===== config.mk =====
export PLATFORM = sky130hd
export DESIGN_NAME = ascii_motor_command_parser
export DESIGN_NICKNAME = d
export VERILOG_FILES = /design/src/hdl/amcp_pkg.sv /design/src/hdl/amcp_line.sv /design/src/hdl/ascii_motor_command_parser.sv
export SDC_FILE = /design/constraint.sdc
export NUM_CORES = 1
export LEC_CHECK = 0
export ABC_CLOCK_PERIOD_IN_PS = 8900
export BUFFER_PORTS_ARGS = -buffer_cell sky130_fd_sc_hd__buf_2
export CORE_ASPECT_RATIO = 1.4
export CORE_MARGIN = 4
export CORE_UTILIZATION = 42
export CTS_BUF_LIST = sky130_fd_sc_hd__clkbuf_8
export DETAILED_ROUTE_END_ITERATION = 6
export PLACE_DENSITY = 0.64
export SYNTH_ARGS = -nofsm -noshare
export SYNTH_HDL_FRONTEND = slang
export SYNTH_SLANG_ARGS = --single-unit

===== constraint.sdc =====
create_clock -name clk -period 8.9 [get_ports clk]
set_input_delay 0.445 -clock clk [delete_from_list [all_inputs] [get_ports clk]]
set_output_delay 0.445 -clock clk [all_outputs]
set_load 0.005 [all_outputs]

===== src/hdl/amcp_pkg.sv =====
// ----------------------------------------------------------------------------
// amcp_pkg: shared types and constants for the ASCII motor command parser
// Command codes, keyword tables, character codes and the result record.
// ----------------------------------------------------------------------------
package amcp_pkg;

	localparam int LINE_CAPACITY_DEF = 64;

	// line positions are compared at this width (covers capacity up to 512)
	localparam int POS_W = 9;

	localparam logic [7:0] CHAR_NUL   = 8'h00;
	localparam logic [7:0] CHAR_CR    = 8'h0D;
	localparam logic [7:0] CHAR_LF    = 8'h0A;
	localparam logic [7:0] CHAR_SPACE = 8'h20;
	localparam logic [7:0] CHAR_PLUS  = 8'h2B;
	localparam logic [7:0] CHAR_COMMA = 8'h2C;
	localparam logic [7:0] CHAR_MINUS = 8'h2D;
	localparam logic [7:0] CHAR_ZERO  = 8'h30;

	typedef enum logic [3:0] {
		CMD_START_FWD = 4'd0,
		CMD_START_REV = 4'd1,
		CMD_BAD_DIR   = 4'd2,
		CMD_STOP      = 4'd3,
		CMD_REVERSE   = 4'd4,
		CMD_SPEED     = 4'd5,
		CMD_CALIBRATE = 4'd6,
		CMD_SENSORS   = 4'd7,
		CMD_STATUS    = 4'd8,
		CMD_UNKNOWN   = 4'd9
	} cmd_t;

	localparam int KW_COUNT     = 10;
	localparam int KW_START     = 0;
	localparam int KW_START_FWD = 1;
	localparam int KW_START_REV = 2;
	localparam int KW_START_ANY = 3;
	localparam int KW_STOP      = 4;
	localparam int KW_REV       = 5;
	localparam int KW_SPEED     = 6;
	localparam int KW_CALIBRATE = 7;
	localparam int KW_SENSORS   = 8;
	localparam int KW_STATUS    = 9;

	localparam int KW_MAX_LEN = 9;
	localparam int SPEED_AT   = 6;
	localparam int SENSORS_AT = 8;

	// keyword text, first character in the top byte, padded with spaces
	localparam logic [8*KW_MAX_LEN-1:0] KW_TEXT [KW_COUNT] = '{
		"START    ",
		"START:FWD",
		"START:REV",
		"START:   ",
		"STOP     ",
		"REV      ",
		"SPEED:   ",
		"CALIBRATE",
		"SENSORS: ",
		"STATUS   "
	};

	localparam logic [3:0] KW_LEN [KW_COUNT] = '{
		4'd5, 4'd9, 4'd9, 4'd6, 4'd4, 4'd3, 4'd6, 4'd9, 4'd8, 4'd6
	};

	// keywords that only need to match the start of the line
	localparam logic [KW_COUNT-1:0] KW_PREFIX = 10'b01_0100_1000;

	typedef struct packed {
		cmd_t        cmd;
		logic [31:0] speed_rpm;
		logic        home_closed;
		logic        rewind_closed;
	} res_t;

	function automatic logic [7:0] kw_char(input int k, input logic [3:0] i);
		int sh;
		sh = 8 * (KW_MAX_LEN - 1 - int'(i));
		return KW_TEXT[k][sh +: 8];
	endfunction

	function automatic logic is_space(input logic [7:0] c);
		return (c == CHAR_SPACE) || (c inside {[8'h09:8'h0D]});
	endfunction

	function automatic logic is_digit(input logic [7:0] c);
		return c inside {[8'h30:8'h39]};
	endfunction

	function automatic logic [7:0] to_upper(input logic [7:0] c);
		return (c inside {[8'h61:8'h7A]}) ? c - 8'h20 : c;
	endfunction

endpackage


===== src/hdl/amcp_line.sv =====
// ----------------------------------------------------------------------------
// amcp_line: per-line matching state
// Tracks keyword candidates, the speed number and the sensor fields as bytes
// arrive; flags a finished line and presents its decoded result.
// ----------------------------------------------------------------------------
module amcp_line #(
	parameter int LINE_CAPACITY = amcp_pkg::LINE_CAPACITY_DEF
) (
	input  logic             clk,
	input  logic             arst_n,
	input  logic             step,
	input  logic [7:0]       rx_byte,
	output logic             line_done,
	output amcp_pkg::res_t   result
);
	import amcp_pkg::*;

	localparam int CW = $clog2(LINE_CAPACITY);
	localparam logic [CW-1:0] LAST_POS = CW'(LINE_CAPACITY - 1);

	typedef enum logic [1:0] {
		NUM_LEAD, NUM_SIGN, NUM_DIGITS, NUM_DONE
	} num_phase_t;

	typedef enum logic [2:0] {
		SEN_H_LEAD, SEN_H_SIGN, SEN_H_DIGITS,
		SEN_R_LEAD, SEN_R_SIGN, SEN_R_DIGITS, SEN_DONE
	} sen_phase_t;

	logic [CW-1:0]       count_q, count_d;
	logic [KW_COUNT-1:0] alive_q, alive_d;
	logic                ended_q, ended_d;
	logic [31:0]         num_val_q, num_val_d;
	num_phase_t          num_phase_q, num_phase_d;
	logic                num_neg_q, num_neg_d;
	logic                num_sat_q, num_sat_d;
	sen_phase_t          sen_phase_q, sen_phase_d;
	logic                home_q, home_d;
	logic                rew_q, rew_d;

	logic [POS_W-1:0]    pos_w;
	logic [3:0]          pos_c;
	logic [7:0]          up;
	logic                eol, full, dig, sign;
	logic [35:0]         acc;
	logic [KW_COUNT-1:0] hit, len_ok_pos, len_ok_cnt, alive_fin;

	assign eol    = (rx_byte == CHAR_CR) || (rx_byte == CHAR_LF);
	assign full   = (count_q == LAST_POS);
	assign pos_w  = POS_W'(count_q);
	assign pos_c  = (pos_w < POS_W'(KW_MAX_LEN)) ? pos_w[3:0] : 4'd0;
	assign up     = to_upper(rx_byte);
	assign dig    = is_digit(rx_byte);
	assign sign   = (rx_byte == CHAR_PLUS) || (rx_byte == CHAR_MINUS);
	assign acc    = ({4'd0, num_val_q} << 3) + ({4'd0, num_val_q} << 1)
	              + 36'(rx_byte - CHAR_ZERO);

	// candidate checks for this byte and for the line length
	always_comb begin
		for (int k = 0; k < KW_COUNT; k++) begin
			if (pos_w < POS_W'(KW_LEN[k]))
				hit[k] = (up == kw_char(k, pos_c));
			else
				hit[k] = KW_PREFIX[k];
			len_ok_pos[k] = KW_PREFIX[k] ? (pos_w >= POS_W'(KW_LEN[k]))
			                             : (pos_w == POS_W'(KW_LEN[k]));
			len_ok_cnt[k] = len_ok_pos[k];
		end
	end

	assign line_done = eol && (count_q != '0);
	assign alive_fin = ended_q ? alive_q : (alive_q & len_ok_cnt);

	always_comb begin
		result = '0;
		result.cmd = CMD_UNKNOWN;
		if (alive_fin[KW_START])
			result.cmd = CMD_START_FWD;
		else if (alive_fin[KW_START_ANY])
			result.cmd = alive_fin[KW_START_FWD] ? CMD_START_FWD :
			             alive_fin[KW_START_REV] ? CMD_START_REV : CMD_BAD_DIR;
		else if (alive_fin[KW_STOP])
			result.cmd = CMD_STOP;
		else if (alive_fin[KW_REV])
			result.cmd = CMD_REVERSE;
		else if (alive_fin[KW_SPEED]) begin
			result.cmd = CMD_SPEED;
			if (num_sat_q)
				result.speed_rpm = '1;
			else
				result.speed_rpm = num_neg_q ? (32'd0 - num_val_q) : num_val_q;
		end else if (alive_fin[KW_CALIBRATE])
			result.cmd = CMD_CALIBRATE;
		else if (alive_fin[KW_SENSORS]) begin
			result.cmd = CMD_SENSORS;
			result.home_closed = home_q;
			result.rewind_closed = rew_q;
		end else if (alive_fin[KW_STATUS])
			result.cmd = CMD_STATUS;
	end

	always_comb begin
		count_d     = count_q;
		alive_d     = alive_q;
		ended_d     = ended_q;
		num_val_d   = num_val_q;
		num_phase_d = num_phase_q;
		num_neg_d   = num_neg_q;
		num_sat_d   = num_sat_q;
		sen_phase_d = sen_phase_q;
		home_d      = home_q;
		rew_d       = rew_q;
		if (eol) begin
			if (count_q != '0) begin
				count_d     = '0;
				alive_d     = '1;
				ended_d     = 1'b0;
				num_val_d   = '0;
				num_phase_d = NUM_LEAD;
				num_neg_d   = 1'b0;
				num_sat_d   = 1'b0;
				sen_phase_d = SEN_H_LEAD;
				home_d      = 1'b0;
				rew_d       = 1'b0;
			end
		end else if (!full) begin
			count_d = count_q + 1'b1;
			if (!ended_q) begin
				if (rx_byte == CHAR_NUL) begin
					ended_d = 1'b1;
					alive_d = alive_q & len_ok_pos;
				end else begin
					alive_d = alive_q & hit;

					if (pos_w >= POS_W'(SPEED_AT) && num_phase_q != NUM_DONE) begin
						if (dig) begin
							if (!num_sat_q) begin
								if (acc[35:32] != 4'd0) begin
									num_sat_d = 1'b1;
									num_val_d = '1;
								end else
									num_val_d = acc[31:0];
							end
							num_phase_d = NUM_DIGITS;
						end else if (num_phase_q == NUM_LEAD && is_space(rx_byte)) begin
							num_phase_d = NUM_LEAD;
						end else if (num_phase_q == NUM_LEAD && sign) begin
							num_neg_d   = (rx_byte == CHAR_MINUS);
							num_phase_d = NUM_SIGN;
						end else
							num_phase_d = NUM_DONE;
					end

					if (pos_w >= POS_W'(SENSORS_AT)) begin
						case (sen_phase_q)
							SEN_H_LEAD, SEN_H_SIGN, SEN_H_DIGITS: begin
								if (dig) begin
									if (rx_byte != CHAR_ZERO)
										home_d = 1'b1;
									sen_phase_d = SEN_H_DIGITS;
								end else if (sen_phase_q == SEN_H_LEAD && is_space(rx_byte))
									sen_phase_d = SEN_H_LEAD;
								else if (sen_phase_q == SEN_H_LEAD && sign)
									sen_phase_d = SEN_H_SIGN;
								else if (sen_phase_q == SEN_H_DIGITS && rx_byte == CHAR_COMMA)
									sen_phase_d = SEN_R_LEAD;
								else
									sen_phase_d = SEN_DONE;
							end
							SEN_R_LEAD, SEN_R_SIGN, SEN_R_DIGITS: begin
								if (dig) begin
									if (rx_byte != CHAR_ZERO)
										rew_d = 1'b1;
									sen_phase_d = SEN_R_DIGITS;
								end else if (sen_phase_q == SEN_R_LEAD && is_space(rx_byte))
									sen_phase_d = SEN_R_LEAD;
								else if (sen_phase_q == SEN_R_LEAD && sign)
									sen_phase_d = SEN_R_SIGN;
								else
									sen_phase_d = SEN_DONE;
							end
							default: sen_phase_d = SEN_DONE;
						endcase
					end
				end
			end
		end
	end

	always_ff @(posedge clk or negedge arst_n) begin
		if (!arst_n) begin
			count_q     <= '0;
			alive_q     <= '1;
			ended_q     <= 1'b0;
			num_val_q   <= '0;
			num_phase_q <= NUM_LEAD;
			num_neg_q   <= 1'b0;
			num_sat_q   <= 1'b0;
			sen_phase_q <= SEN_H_LEAD;
			home_q      <= 1'b0;
			rew_q       <= 1'b0;
		end else if (step) begin
			count_q     <= count_d;
			alive_q     <= alive_d;
			ended_q     <= ended_d;
			num_val_q   <= num_val_d;
			num_phase_q <= num_phase_d;
			num_neg_q   <= num_neg_d;
			num_sat_q   <= num_sat_d;
			sen_phase_q <= sen_phase_d;
			home_q      <= home_d;
			rew_q       <= rew_d;
		end
	end

endmodule


===== src/hdl/ascii_motor_command_parser.sv =====
// ----------------------------------------------------------------------------
// ascii_motor_command_parser: line-based ASCII motor command decoder
// Bytes in on s_axis, one decoded command word out on m_axis per line.
// ----------------------------------------------------------------------------
// Usage:
//   s_axis carries one received byte per word. CR or LF closes a non-empty
//   line; empty lines are swallowed. Each closed line yields one m_axis word:
//   tuser holds the command code, tdata the speed value and the two sensor
//   flags (zero unless the command uses them).
//   Path: a line-end byte is taken into the input register, then its result
//   is captured in the result register and shown on m_axis.
//   Throughput: one byte per cycle; all per-byte matching and the
//   multiply-by-ten accumulate sit between the input and result registers.
//   The input stage stalls only when a line-end byte is waiting while the
//   result register still holds an untaken word; other bytes keep flowing
//   while the receiver stalls.
//   Reset (arst_n low) clears the line state and the valid flags of the
//   input stage and the result register; the block is ready right after
//   reset, with no initialization sweep.
// ----------------------------------------------------------------------------
module ascii_motor_command_parser #(
	parameter int LINE_CAPACITY = amcp_pkg::LINE_CAPACITY_DEF
) (
	input  logic        clk,
	input  logic        arst_n,
	input  logic        s_axis_tvalid,
	output logic        s_axis_tready,
	input  logic [7:0]  s_axis_tdata,   // [7:0] rx_byte
	output logic        m_axis_tvalid,
	input  logic        m_axis_tready,
	output logic [39:0] m_axis_tdata,   // [31:0] speed_rpm, [32] home_closed,
	                                    // [33] rewind_closed, [39:34] zero
	output logic [3:0]  m_axis_tuser    // [3:0] command
);
	import amcp_pkg::*;

	logic       valid_s1;
	logic [7:0] rx_s1;
	logic       line_done, out_free, advance;
	res_t       result, res_q;
	logic       m_valid_q;

	amcp_line #(
		.LINE_CAPACITY(LINE_CAPACITY)
	) u_line (
		.clk      (clk),
		.arst_n   (arst_n),
		.step     (advance),
		.rx_byte  (rx_s1),
		.line_done(line_done),
		.result   (result)
	);

	assign out_free      = !m_valid_q || m_axis_tready;
	assign advance       = valid_s1 && (!line_done || out_free);
	assign s_axis_tready = !valid_s1 || advance;

	always_ff @(posedge clk or negedge arst_n) begin
		if (!arst_n)
			valid_s1 <= 1'b0;
		else if (s_axis_tready)
			valid_s1 <= s_axis_tvalid;
	end

	always_ff @(posedge clk) begin
		if (s_axis_tvalid && s_axis_tready)
			rx_s1 <= s_axis_tdata;
	end

	always_ff @(posedge clk or negedge arst_n) begin
		if (!arst_n)
			m_valid_q <= 1'b0;
		else if (out_free)
			m_valid_q <= advance && line_done;
	end

	always_ff @(posedge clk) begin
		if (out_free && advance && line_done)
			res_q <= result;
	end

	assign m_axis_tvalid = m_valid_q;
	assign m_axis_tuser  = res_q.cmd;
	assign m_axis_tdata  = {6'd0, res_q.rewind_closed, res_q.home_closed, res_q.speed_rpm};

endmodule


==> results_dict.tcl <==
set metrics [dict create \
    coreArea_mm2 0.0226 \
    intPower_w 0.00142 \
    grt_antenna_before_repair 1 \
    p_comb_share_pct 65.7 \
    path_cells "ha_1 > nor3_2 > buf_4 > fa_1 > ha_1 > a2111oi_0 > o21ai_1 > a311oi_2 > o21ai_1 > a41o_1 > a211oi_1 > xor2_1 > o2111ai_1 > nor3b_4 > buf_4 > a21oi_1" \
    worstPathRequired_ns 9.17 \
    setup_violations 0 \
    clock-sinks 106 \
    die_x_um 136 \
    drt_iter0_markers 706 \
    start_util_pct 42.6 \
    nNetsFinal 1245 \
    crit_fanout 27 \
    tns_ns 0 \
    pin_count 58 \
    cts_buffers 9 \
    drc 0 \
    rsz0062_at_grt "no" \
    maxSlewHeadroom_pct 17.4 \
    drive_gt1_share_pct 9.76 \
    clk_pin_slew_ns 0.11 \
    r2r_setup_slack_ns 3.13 \
    clockBufferDepth 2 \
    synth_area_per_cell_um2 8.41 \
    p_switching_w 0.00145 \
    via_per_inst 5.93 \
    clockPowerShare_pct 10.8 \
    synth_edf_count 46 \
    drtAntennaViolNets 0 \
    numPortBuffers 51 \
    cts-resized-gates 0 \
    ff_latch_area_mm2 0.00290 \
    grt_max_degree 61 \
    report.final.hold_viol_count 0 \
    hold_path_class "primary input to async pin" \
    syn_area_mm2 0.00964 \
    clkLatencyLatePin_ns 0.40 \
    vdd_drop_max_uv 217 \
    share_seq_of_total_power_pct 23.5 \
    leakage_nw 4.39 \
    finish.utilization_pct 45.6 \
    gp_congestion 0.942 \
    synth_area_leader_cell "edfxtp_1" \
    globalRouteOverflowTotal 0 \
    grt_util_all_layers_pct 22.2 \
    crit_type "flip-flop to flip-flop" \
    switching_share_pct 50.6 \
    synth_cells 1146 \
    cellPowerDensity_mw_per_mm2 278 \
    wl_um 27800 \
    cts-root-buf "clkbuf_8" \
    dpl_cell_area_mm2 0.0101 \
    synth_seq_area_share_pct 30.0 \
    area_growth_pct 7.05 \
    final_cell_mix "a21oi_1 (151), o21ai_0 (111), nand2_1 (99)" \
    worstSetupStartpointType "flip-flop" \
    avgRoutedWirePerCell_um 19.0 \
    ys_async_sr_fraction_pct 56.6 \
    synthFlopType "dfrtp_1" \
    synth-seq-cells 106 \
    design_area_mm2 0.0103 \
    p_total_w 0.00287 \
    grt_pass1_wl_um 45600 \
    die-height_um 187 \
    skew_ns 0.0204 \
    synth_top_area_share_pct 14.3 \
    ctsHtreeMaxLevel 3 \
    postCtsHoldBufs 0 \
    slew_violations 0 \
    multiInputGateArea_mm2 0.00633 \
    max_freq_ghz 0.173 \
    endpoint_kind "flip-flop" \
    fin_crit_sh_pct 64.9 \
    cts_tree "done" \
    die-area_mm2 0.0255 \
    min_period_ns 5.77 \
    fill_cells 2308 \
    crit_slowest_cell "edfxtp_1" \
    via_count 8661 \
    final_common_cell "a21oi_1" \
    post_cts_buffers 0 \
    ys_types 80 \
    critPathMaxStageDelay_ns 0.69 \
    firstDrtPassIters 5 \
    run_status "complete, no violations" \
    yosysWarnings 0 \
    critical_path_arrival_ns 6.05 \
    grt_pass1_vias 8541 \
    worstMarginPinSlew_ns 1.23 \
    synth.area.top_cells "edfxtp_1 (14%), dfrtp_1 (13%), a21oi_1 (7.8%)" \
    max_cap_viol_count 0 \
    row_count 65 \
    dp_hpwl_um 20400 \
]
per-layer routing:
metal	track usage, %	part of all wire [%]
met4	9.93	4.1
met3	2.72	3.2
met1	26.2	40
met2	39.6	53
met5	0	0
per-stage QoR:
stage,cells,setup WS (ns),hold WS [ns]
floorplan,1151,2.07,0.149
detailed placement,1443,3.17,0.521
global placement,1443,3.29,0.514
finish,1460,3.13,0.203
CTS,1459,3.17,0.207
global route,1459,2.70,0.211
cell usage after synthesis, drive strengths merged, types with 15 or more instances:
library cell,instances
a21o,17
nor2,80
xnor2,50
dfrtp,50
clkbuf,59
edfxtp,46
inv,34
fa,31
nand2,99
buf,18
nand4,15
a21oi,151
nor3,20
o21ai,116
ha,49
nand3,35
xor2,56
power by group through the flow:
stage,clock network [W],registers (W),logic (W)
after floorplan,0,0.000627,0.00148
after global placement,0,0.000682,0.00184
after detailed placement,0,0.000684,0.00186
after CTS,0.000324,0.000673,0.00187
after global routing,0.000343,0.000684,0.00210
final,0.000310,0.000675,0.00189
state kept, by name, summed over array words and instances (netlist names):
| register | cells |
|---|---|
| u_line.home_q | 1 |
| u_line.alive_q | 10 |
| m_axis_tdata | 34 |
| u_line.sen_phase_q | 3 |
| u_line.count_q | 6 |
| valid_s1 | 1 |
| u_line.num_phase_q | 2 |
| u_line.num_sat_q | 1 |
| u_line.rew_q | 1 |
| m_axis_tvalid | 1 |
| u_line.ended_q | 1 |
| rx_s1 | 8 |
| u_line.num_val_q | 32 |
| u_line.num_neg_q | 1 |
| m_axis_tuser | 4 |
layout make-up:
cell class              instances  area share [%]
clock inverters                 7           0.655
inverters                      37            1.35
flip-flops and latches        106            28.1
well taps                     301            3.65
clock buffers                   9            1.20
repair buffers                 68            3.71
multi-input cells             931            61.4
diodes                          1          0.0243
cell families (layout without fill, tap and decap cells):
logic type | after synthesis | in the layout | synth area share, %
compound gates | 395 | 395 | 24.8
xor+xnor | 106 | 106 | 9.63
fa+ha+maj | 80 | 80 | 12.8
buf+inv | 114 | 121 | 4.76
flops | 106 | 106 | 30.0
mux | 5 | 5 | 0.519
other cells | 1 | 7 | 0.0389
simple gates | 339 | 339 | 17.4
final timing paths:
kind	cells past startpoint	from	to
setup / recovery	16	rx_s1[4]	u_line.num_val_q[9]
hold / removal	2	arst_n	u_line.num_val_q[13]
setup reg to reg	16	rx_s1[4]	u_line.num_val_q[9]
hold reg to reg	2	u_line.alive_q[2]	u_line.alive_q[2]
max in group asynchronous	2	arst_n	u_line.sen_phase_q[0]
min in group clk	2	s_axis_tvalid	valid_s1
worst max-delay path: cells and delay by family, from the launching register on:
family          cells  cell delay, ns
compound gates      8            2.14
fa+ha+maj           3            1.30
buf+inv             2            0.81
flops               1            0.69
simple gates        2            0.51
xor+xnor            1            0.17
Note: power is estimated with default switching activity, not from simulation.
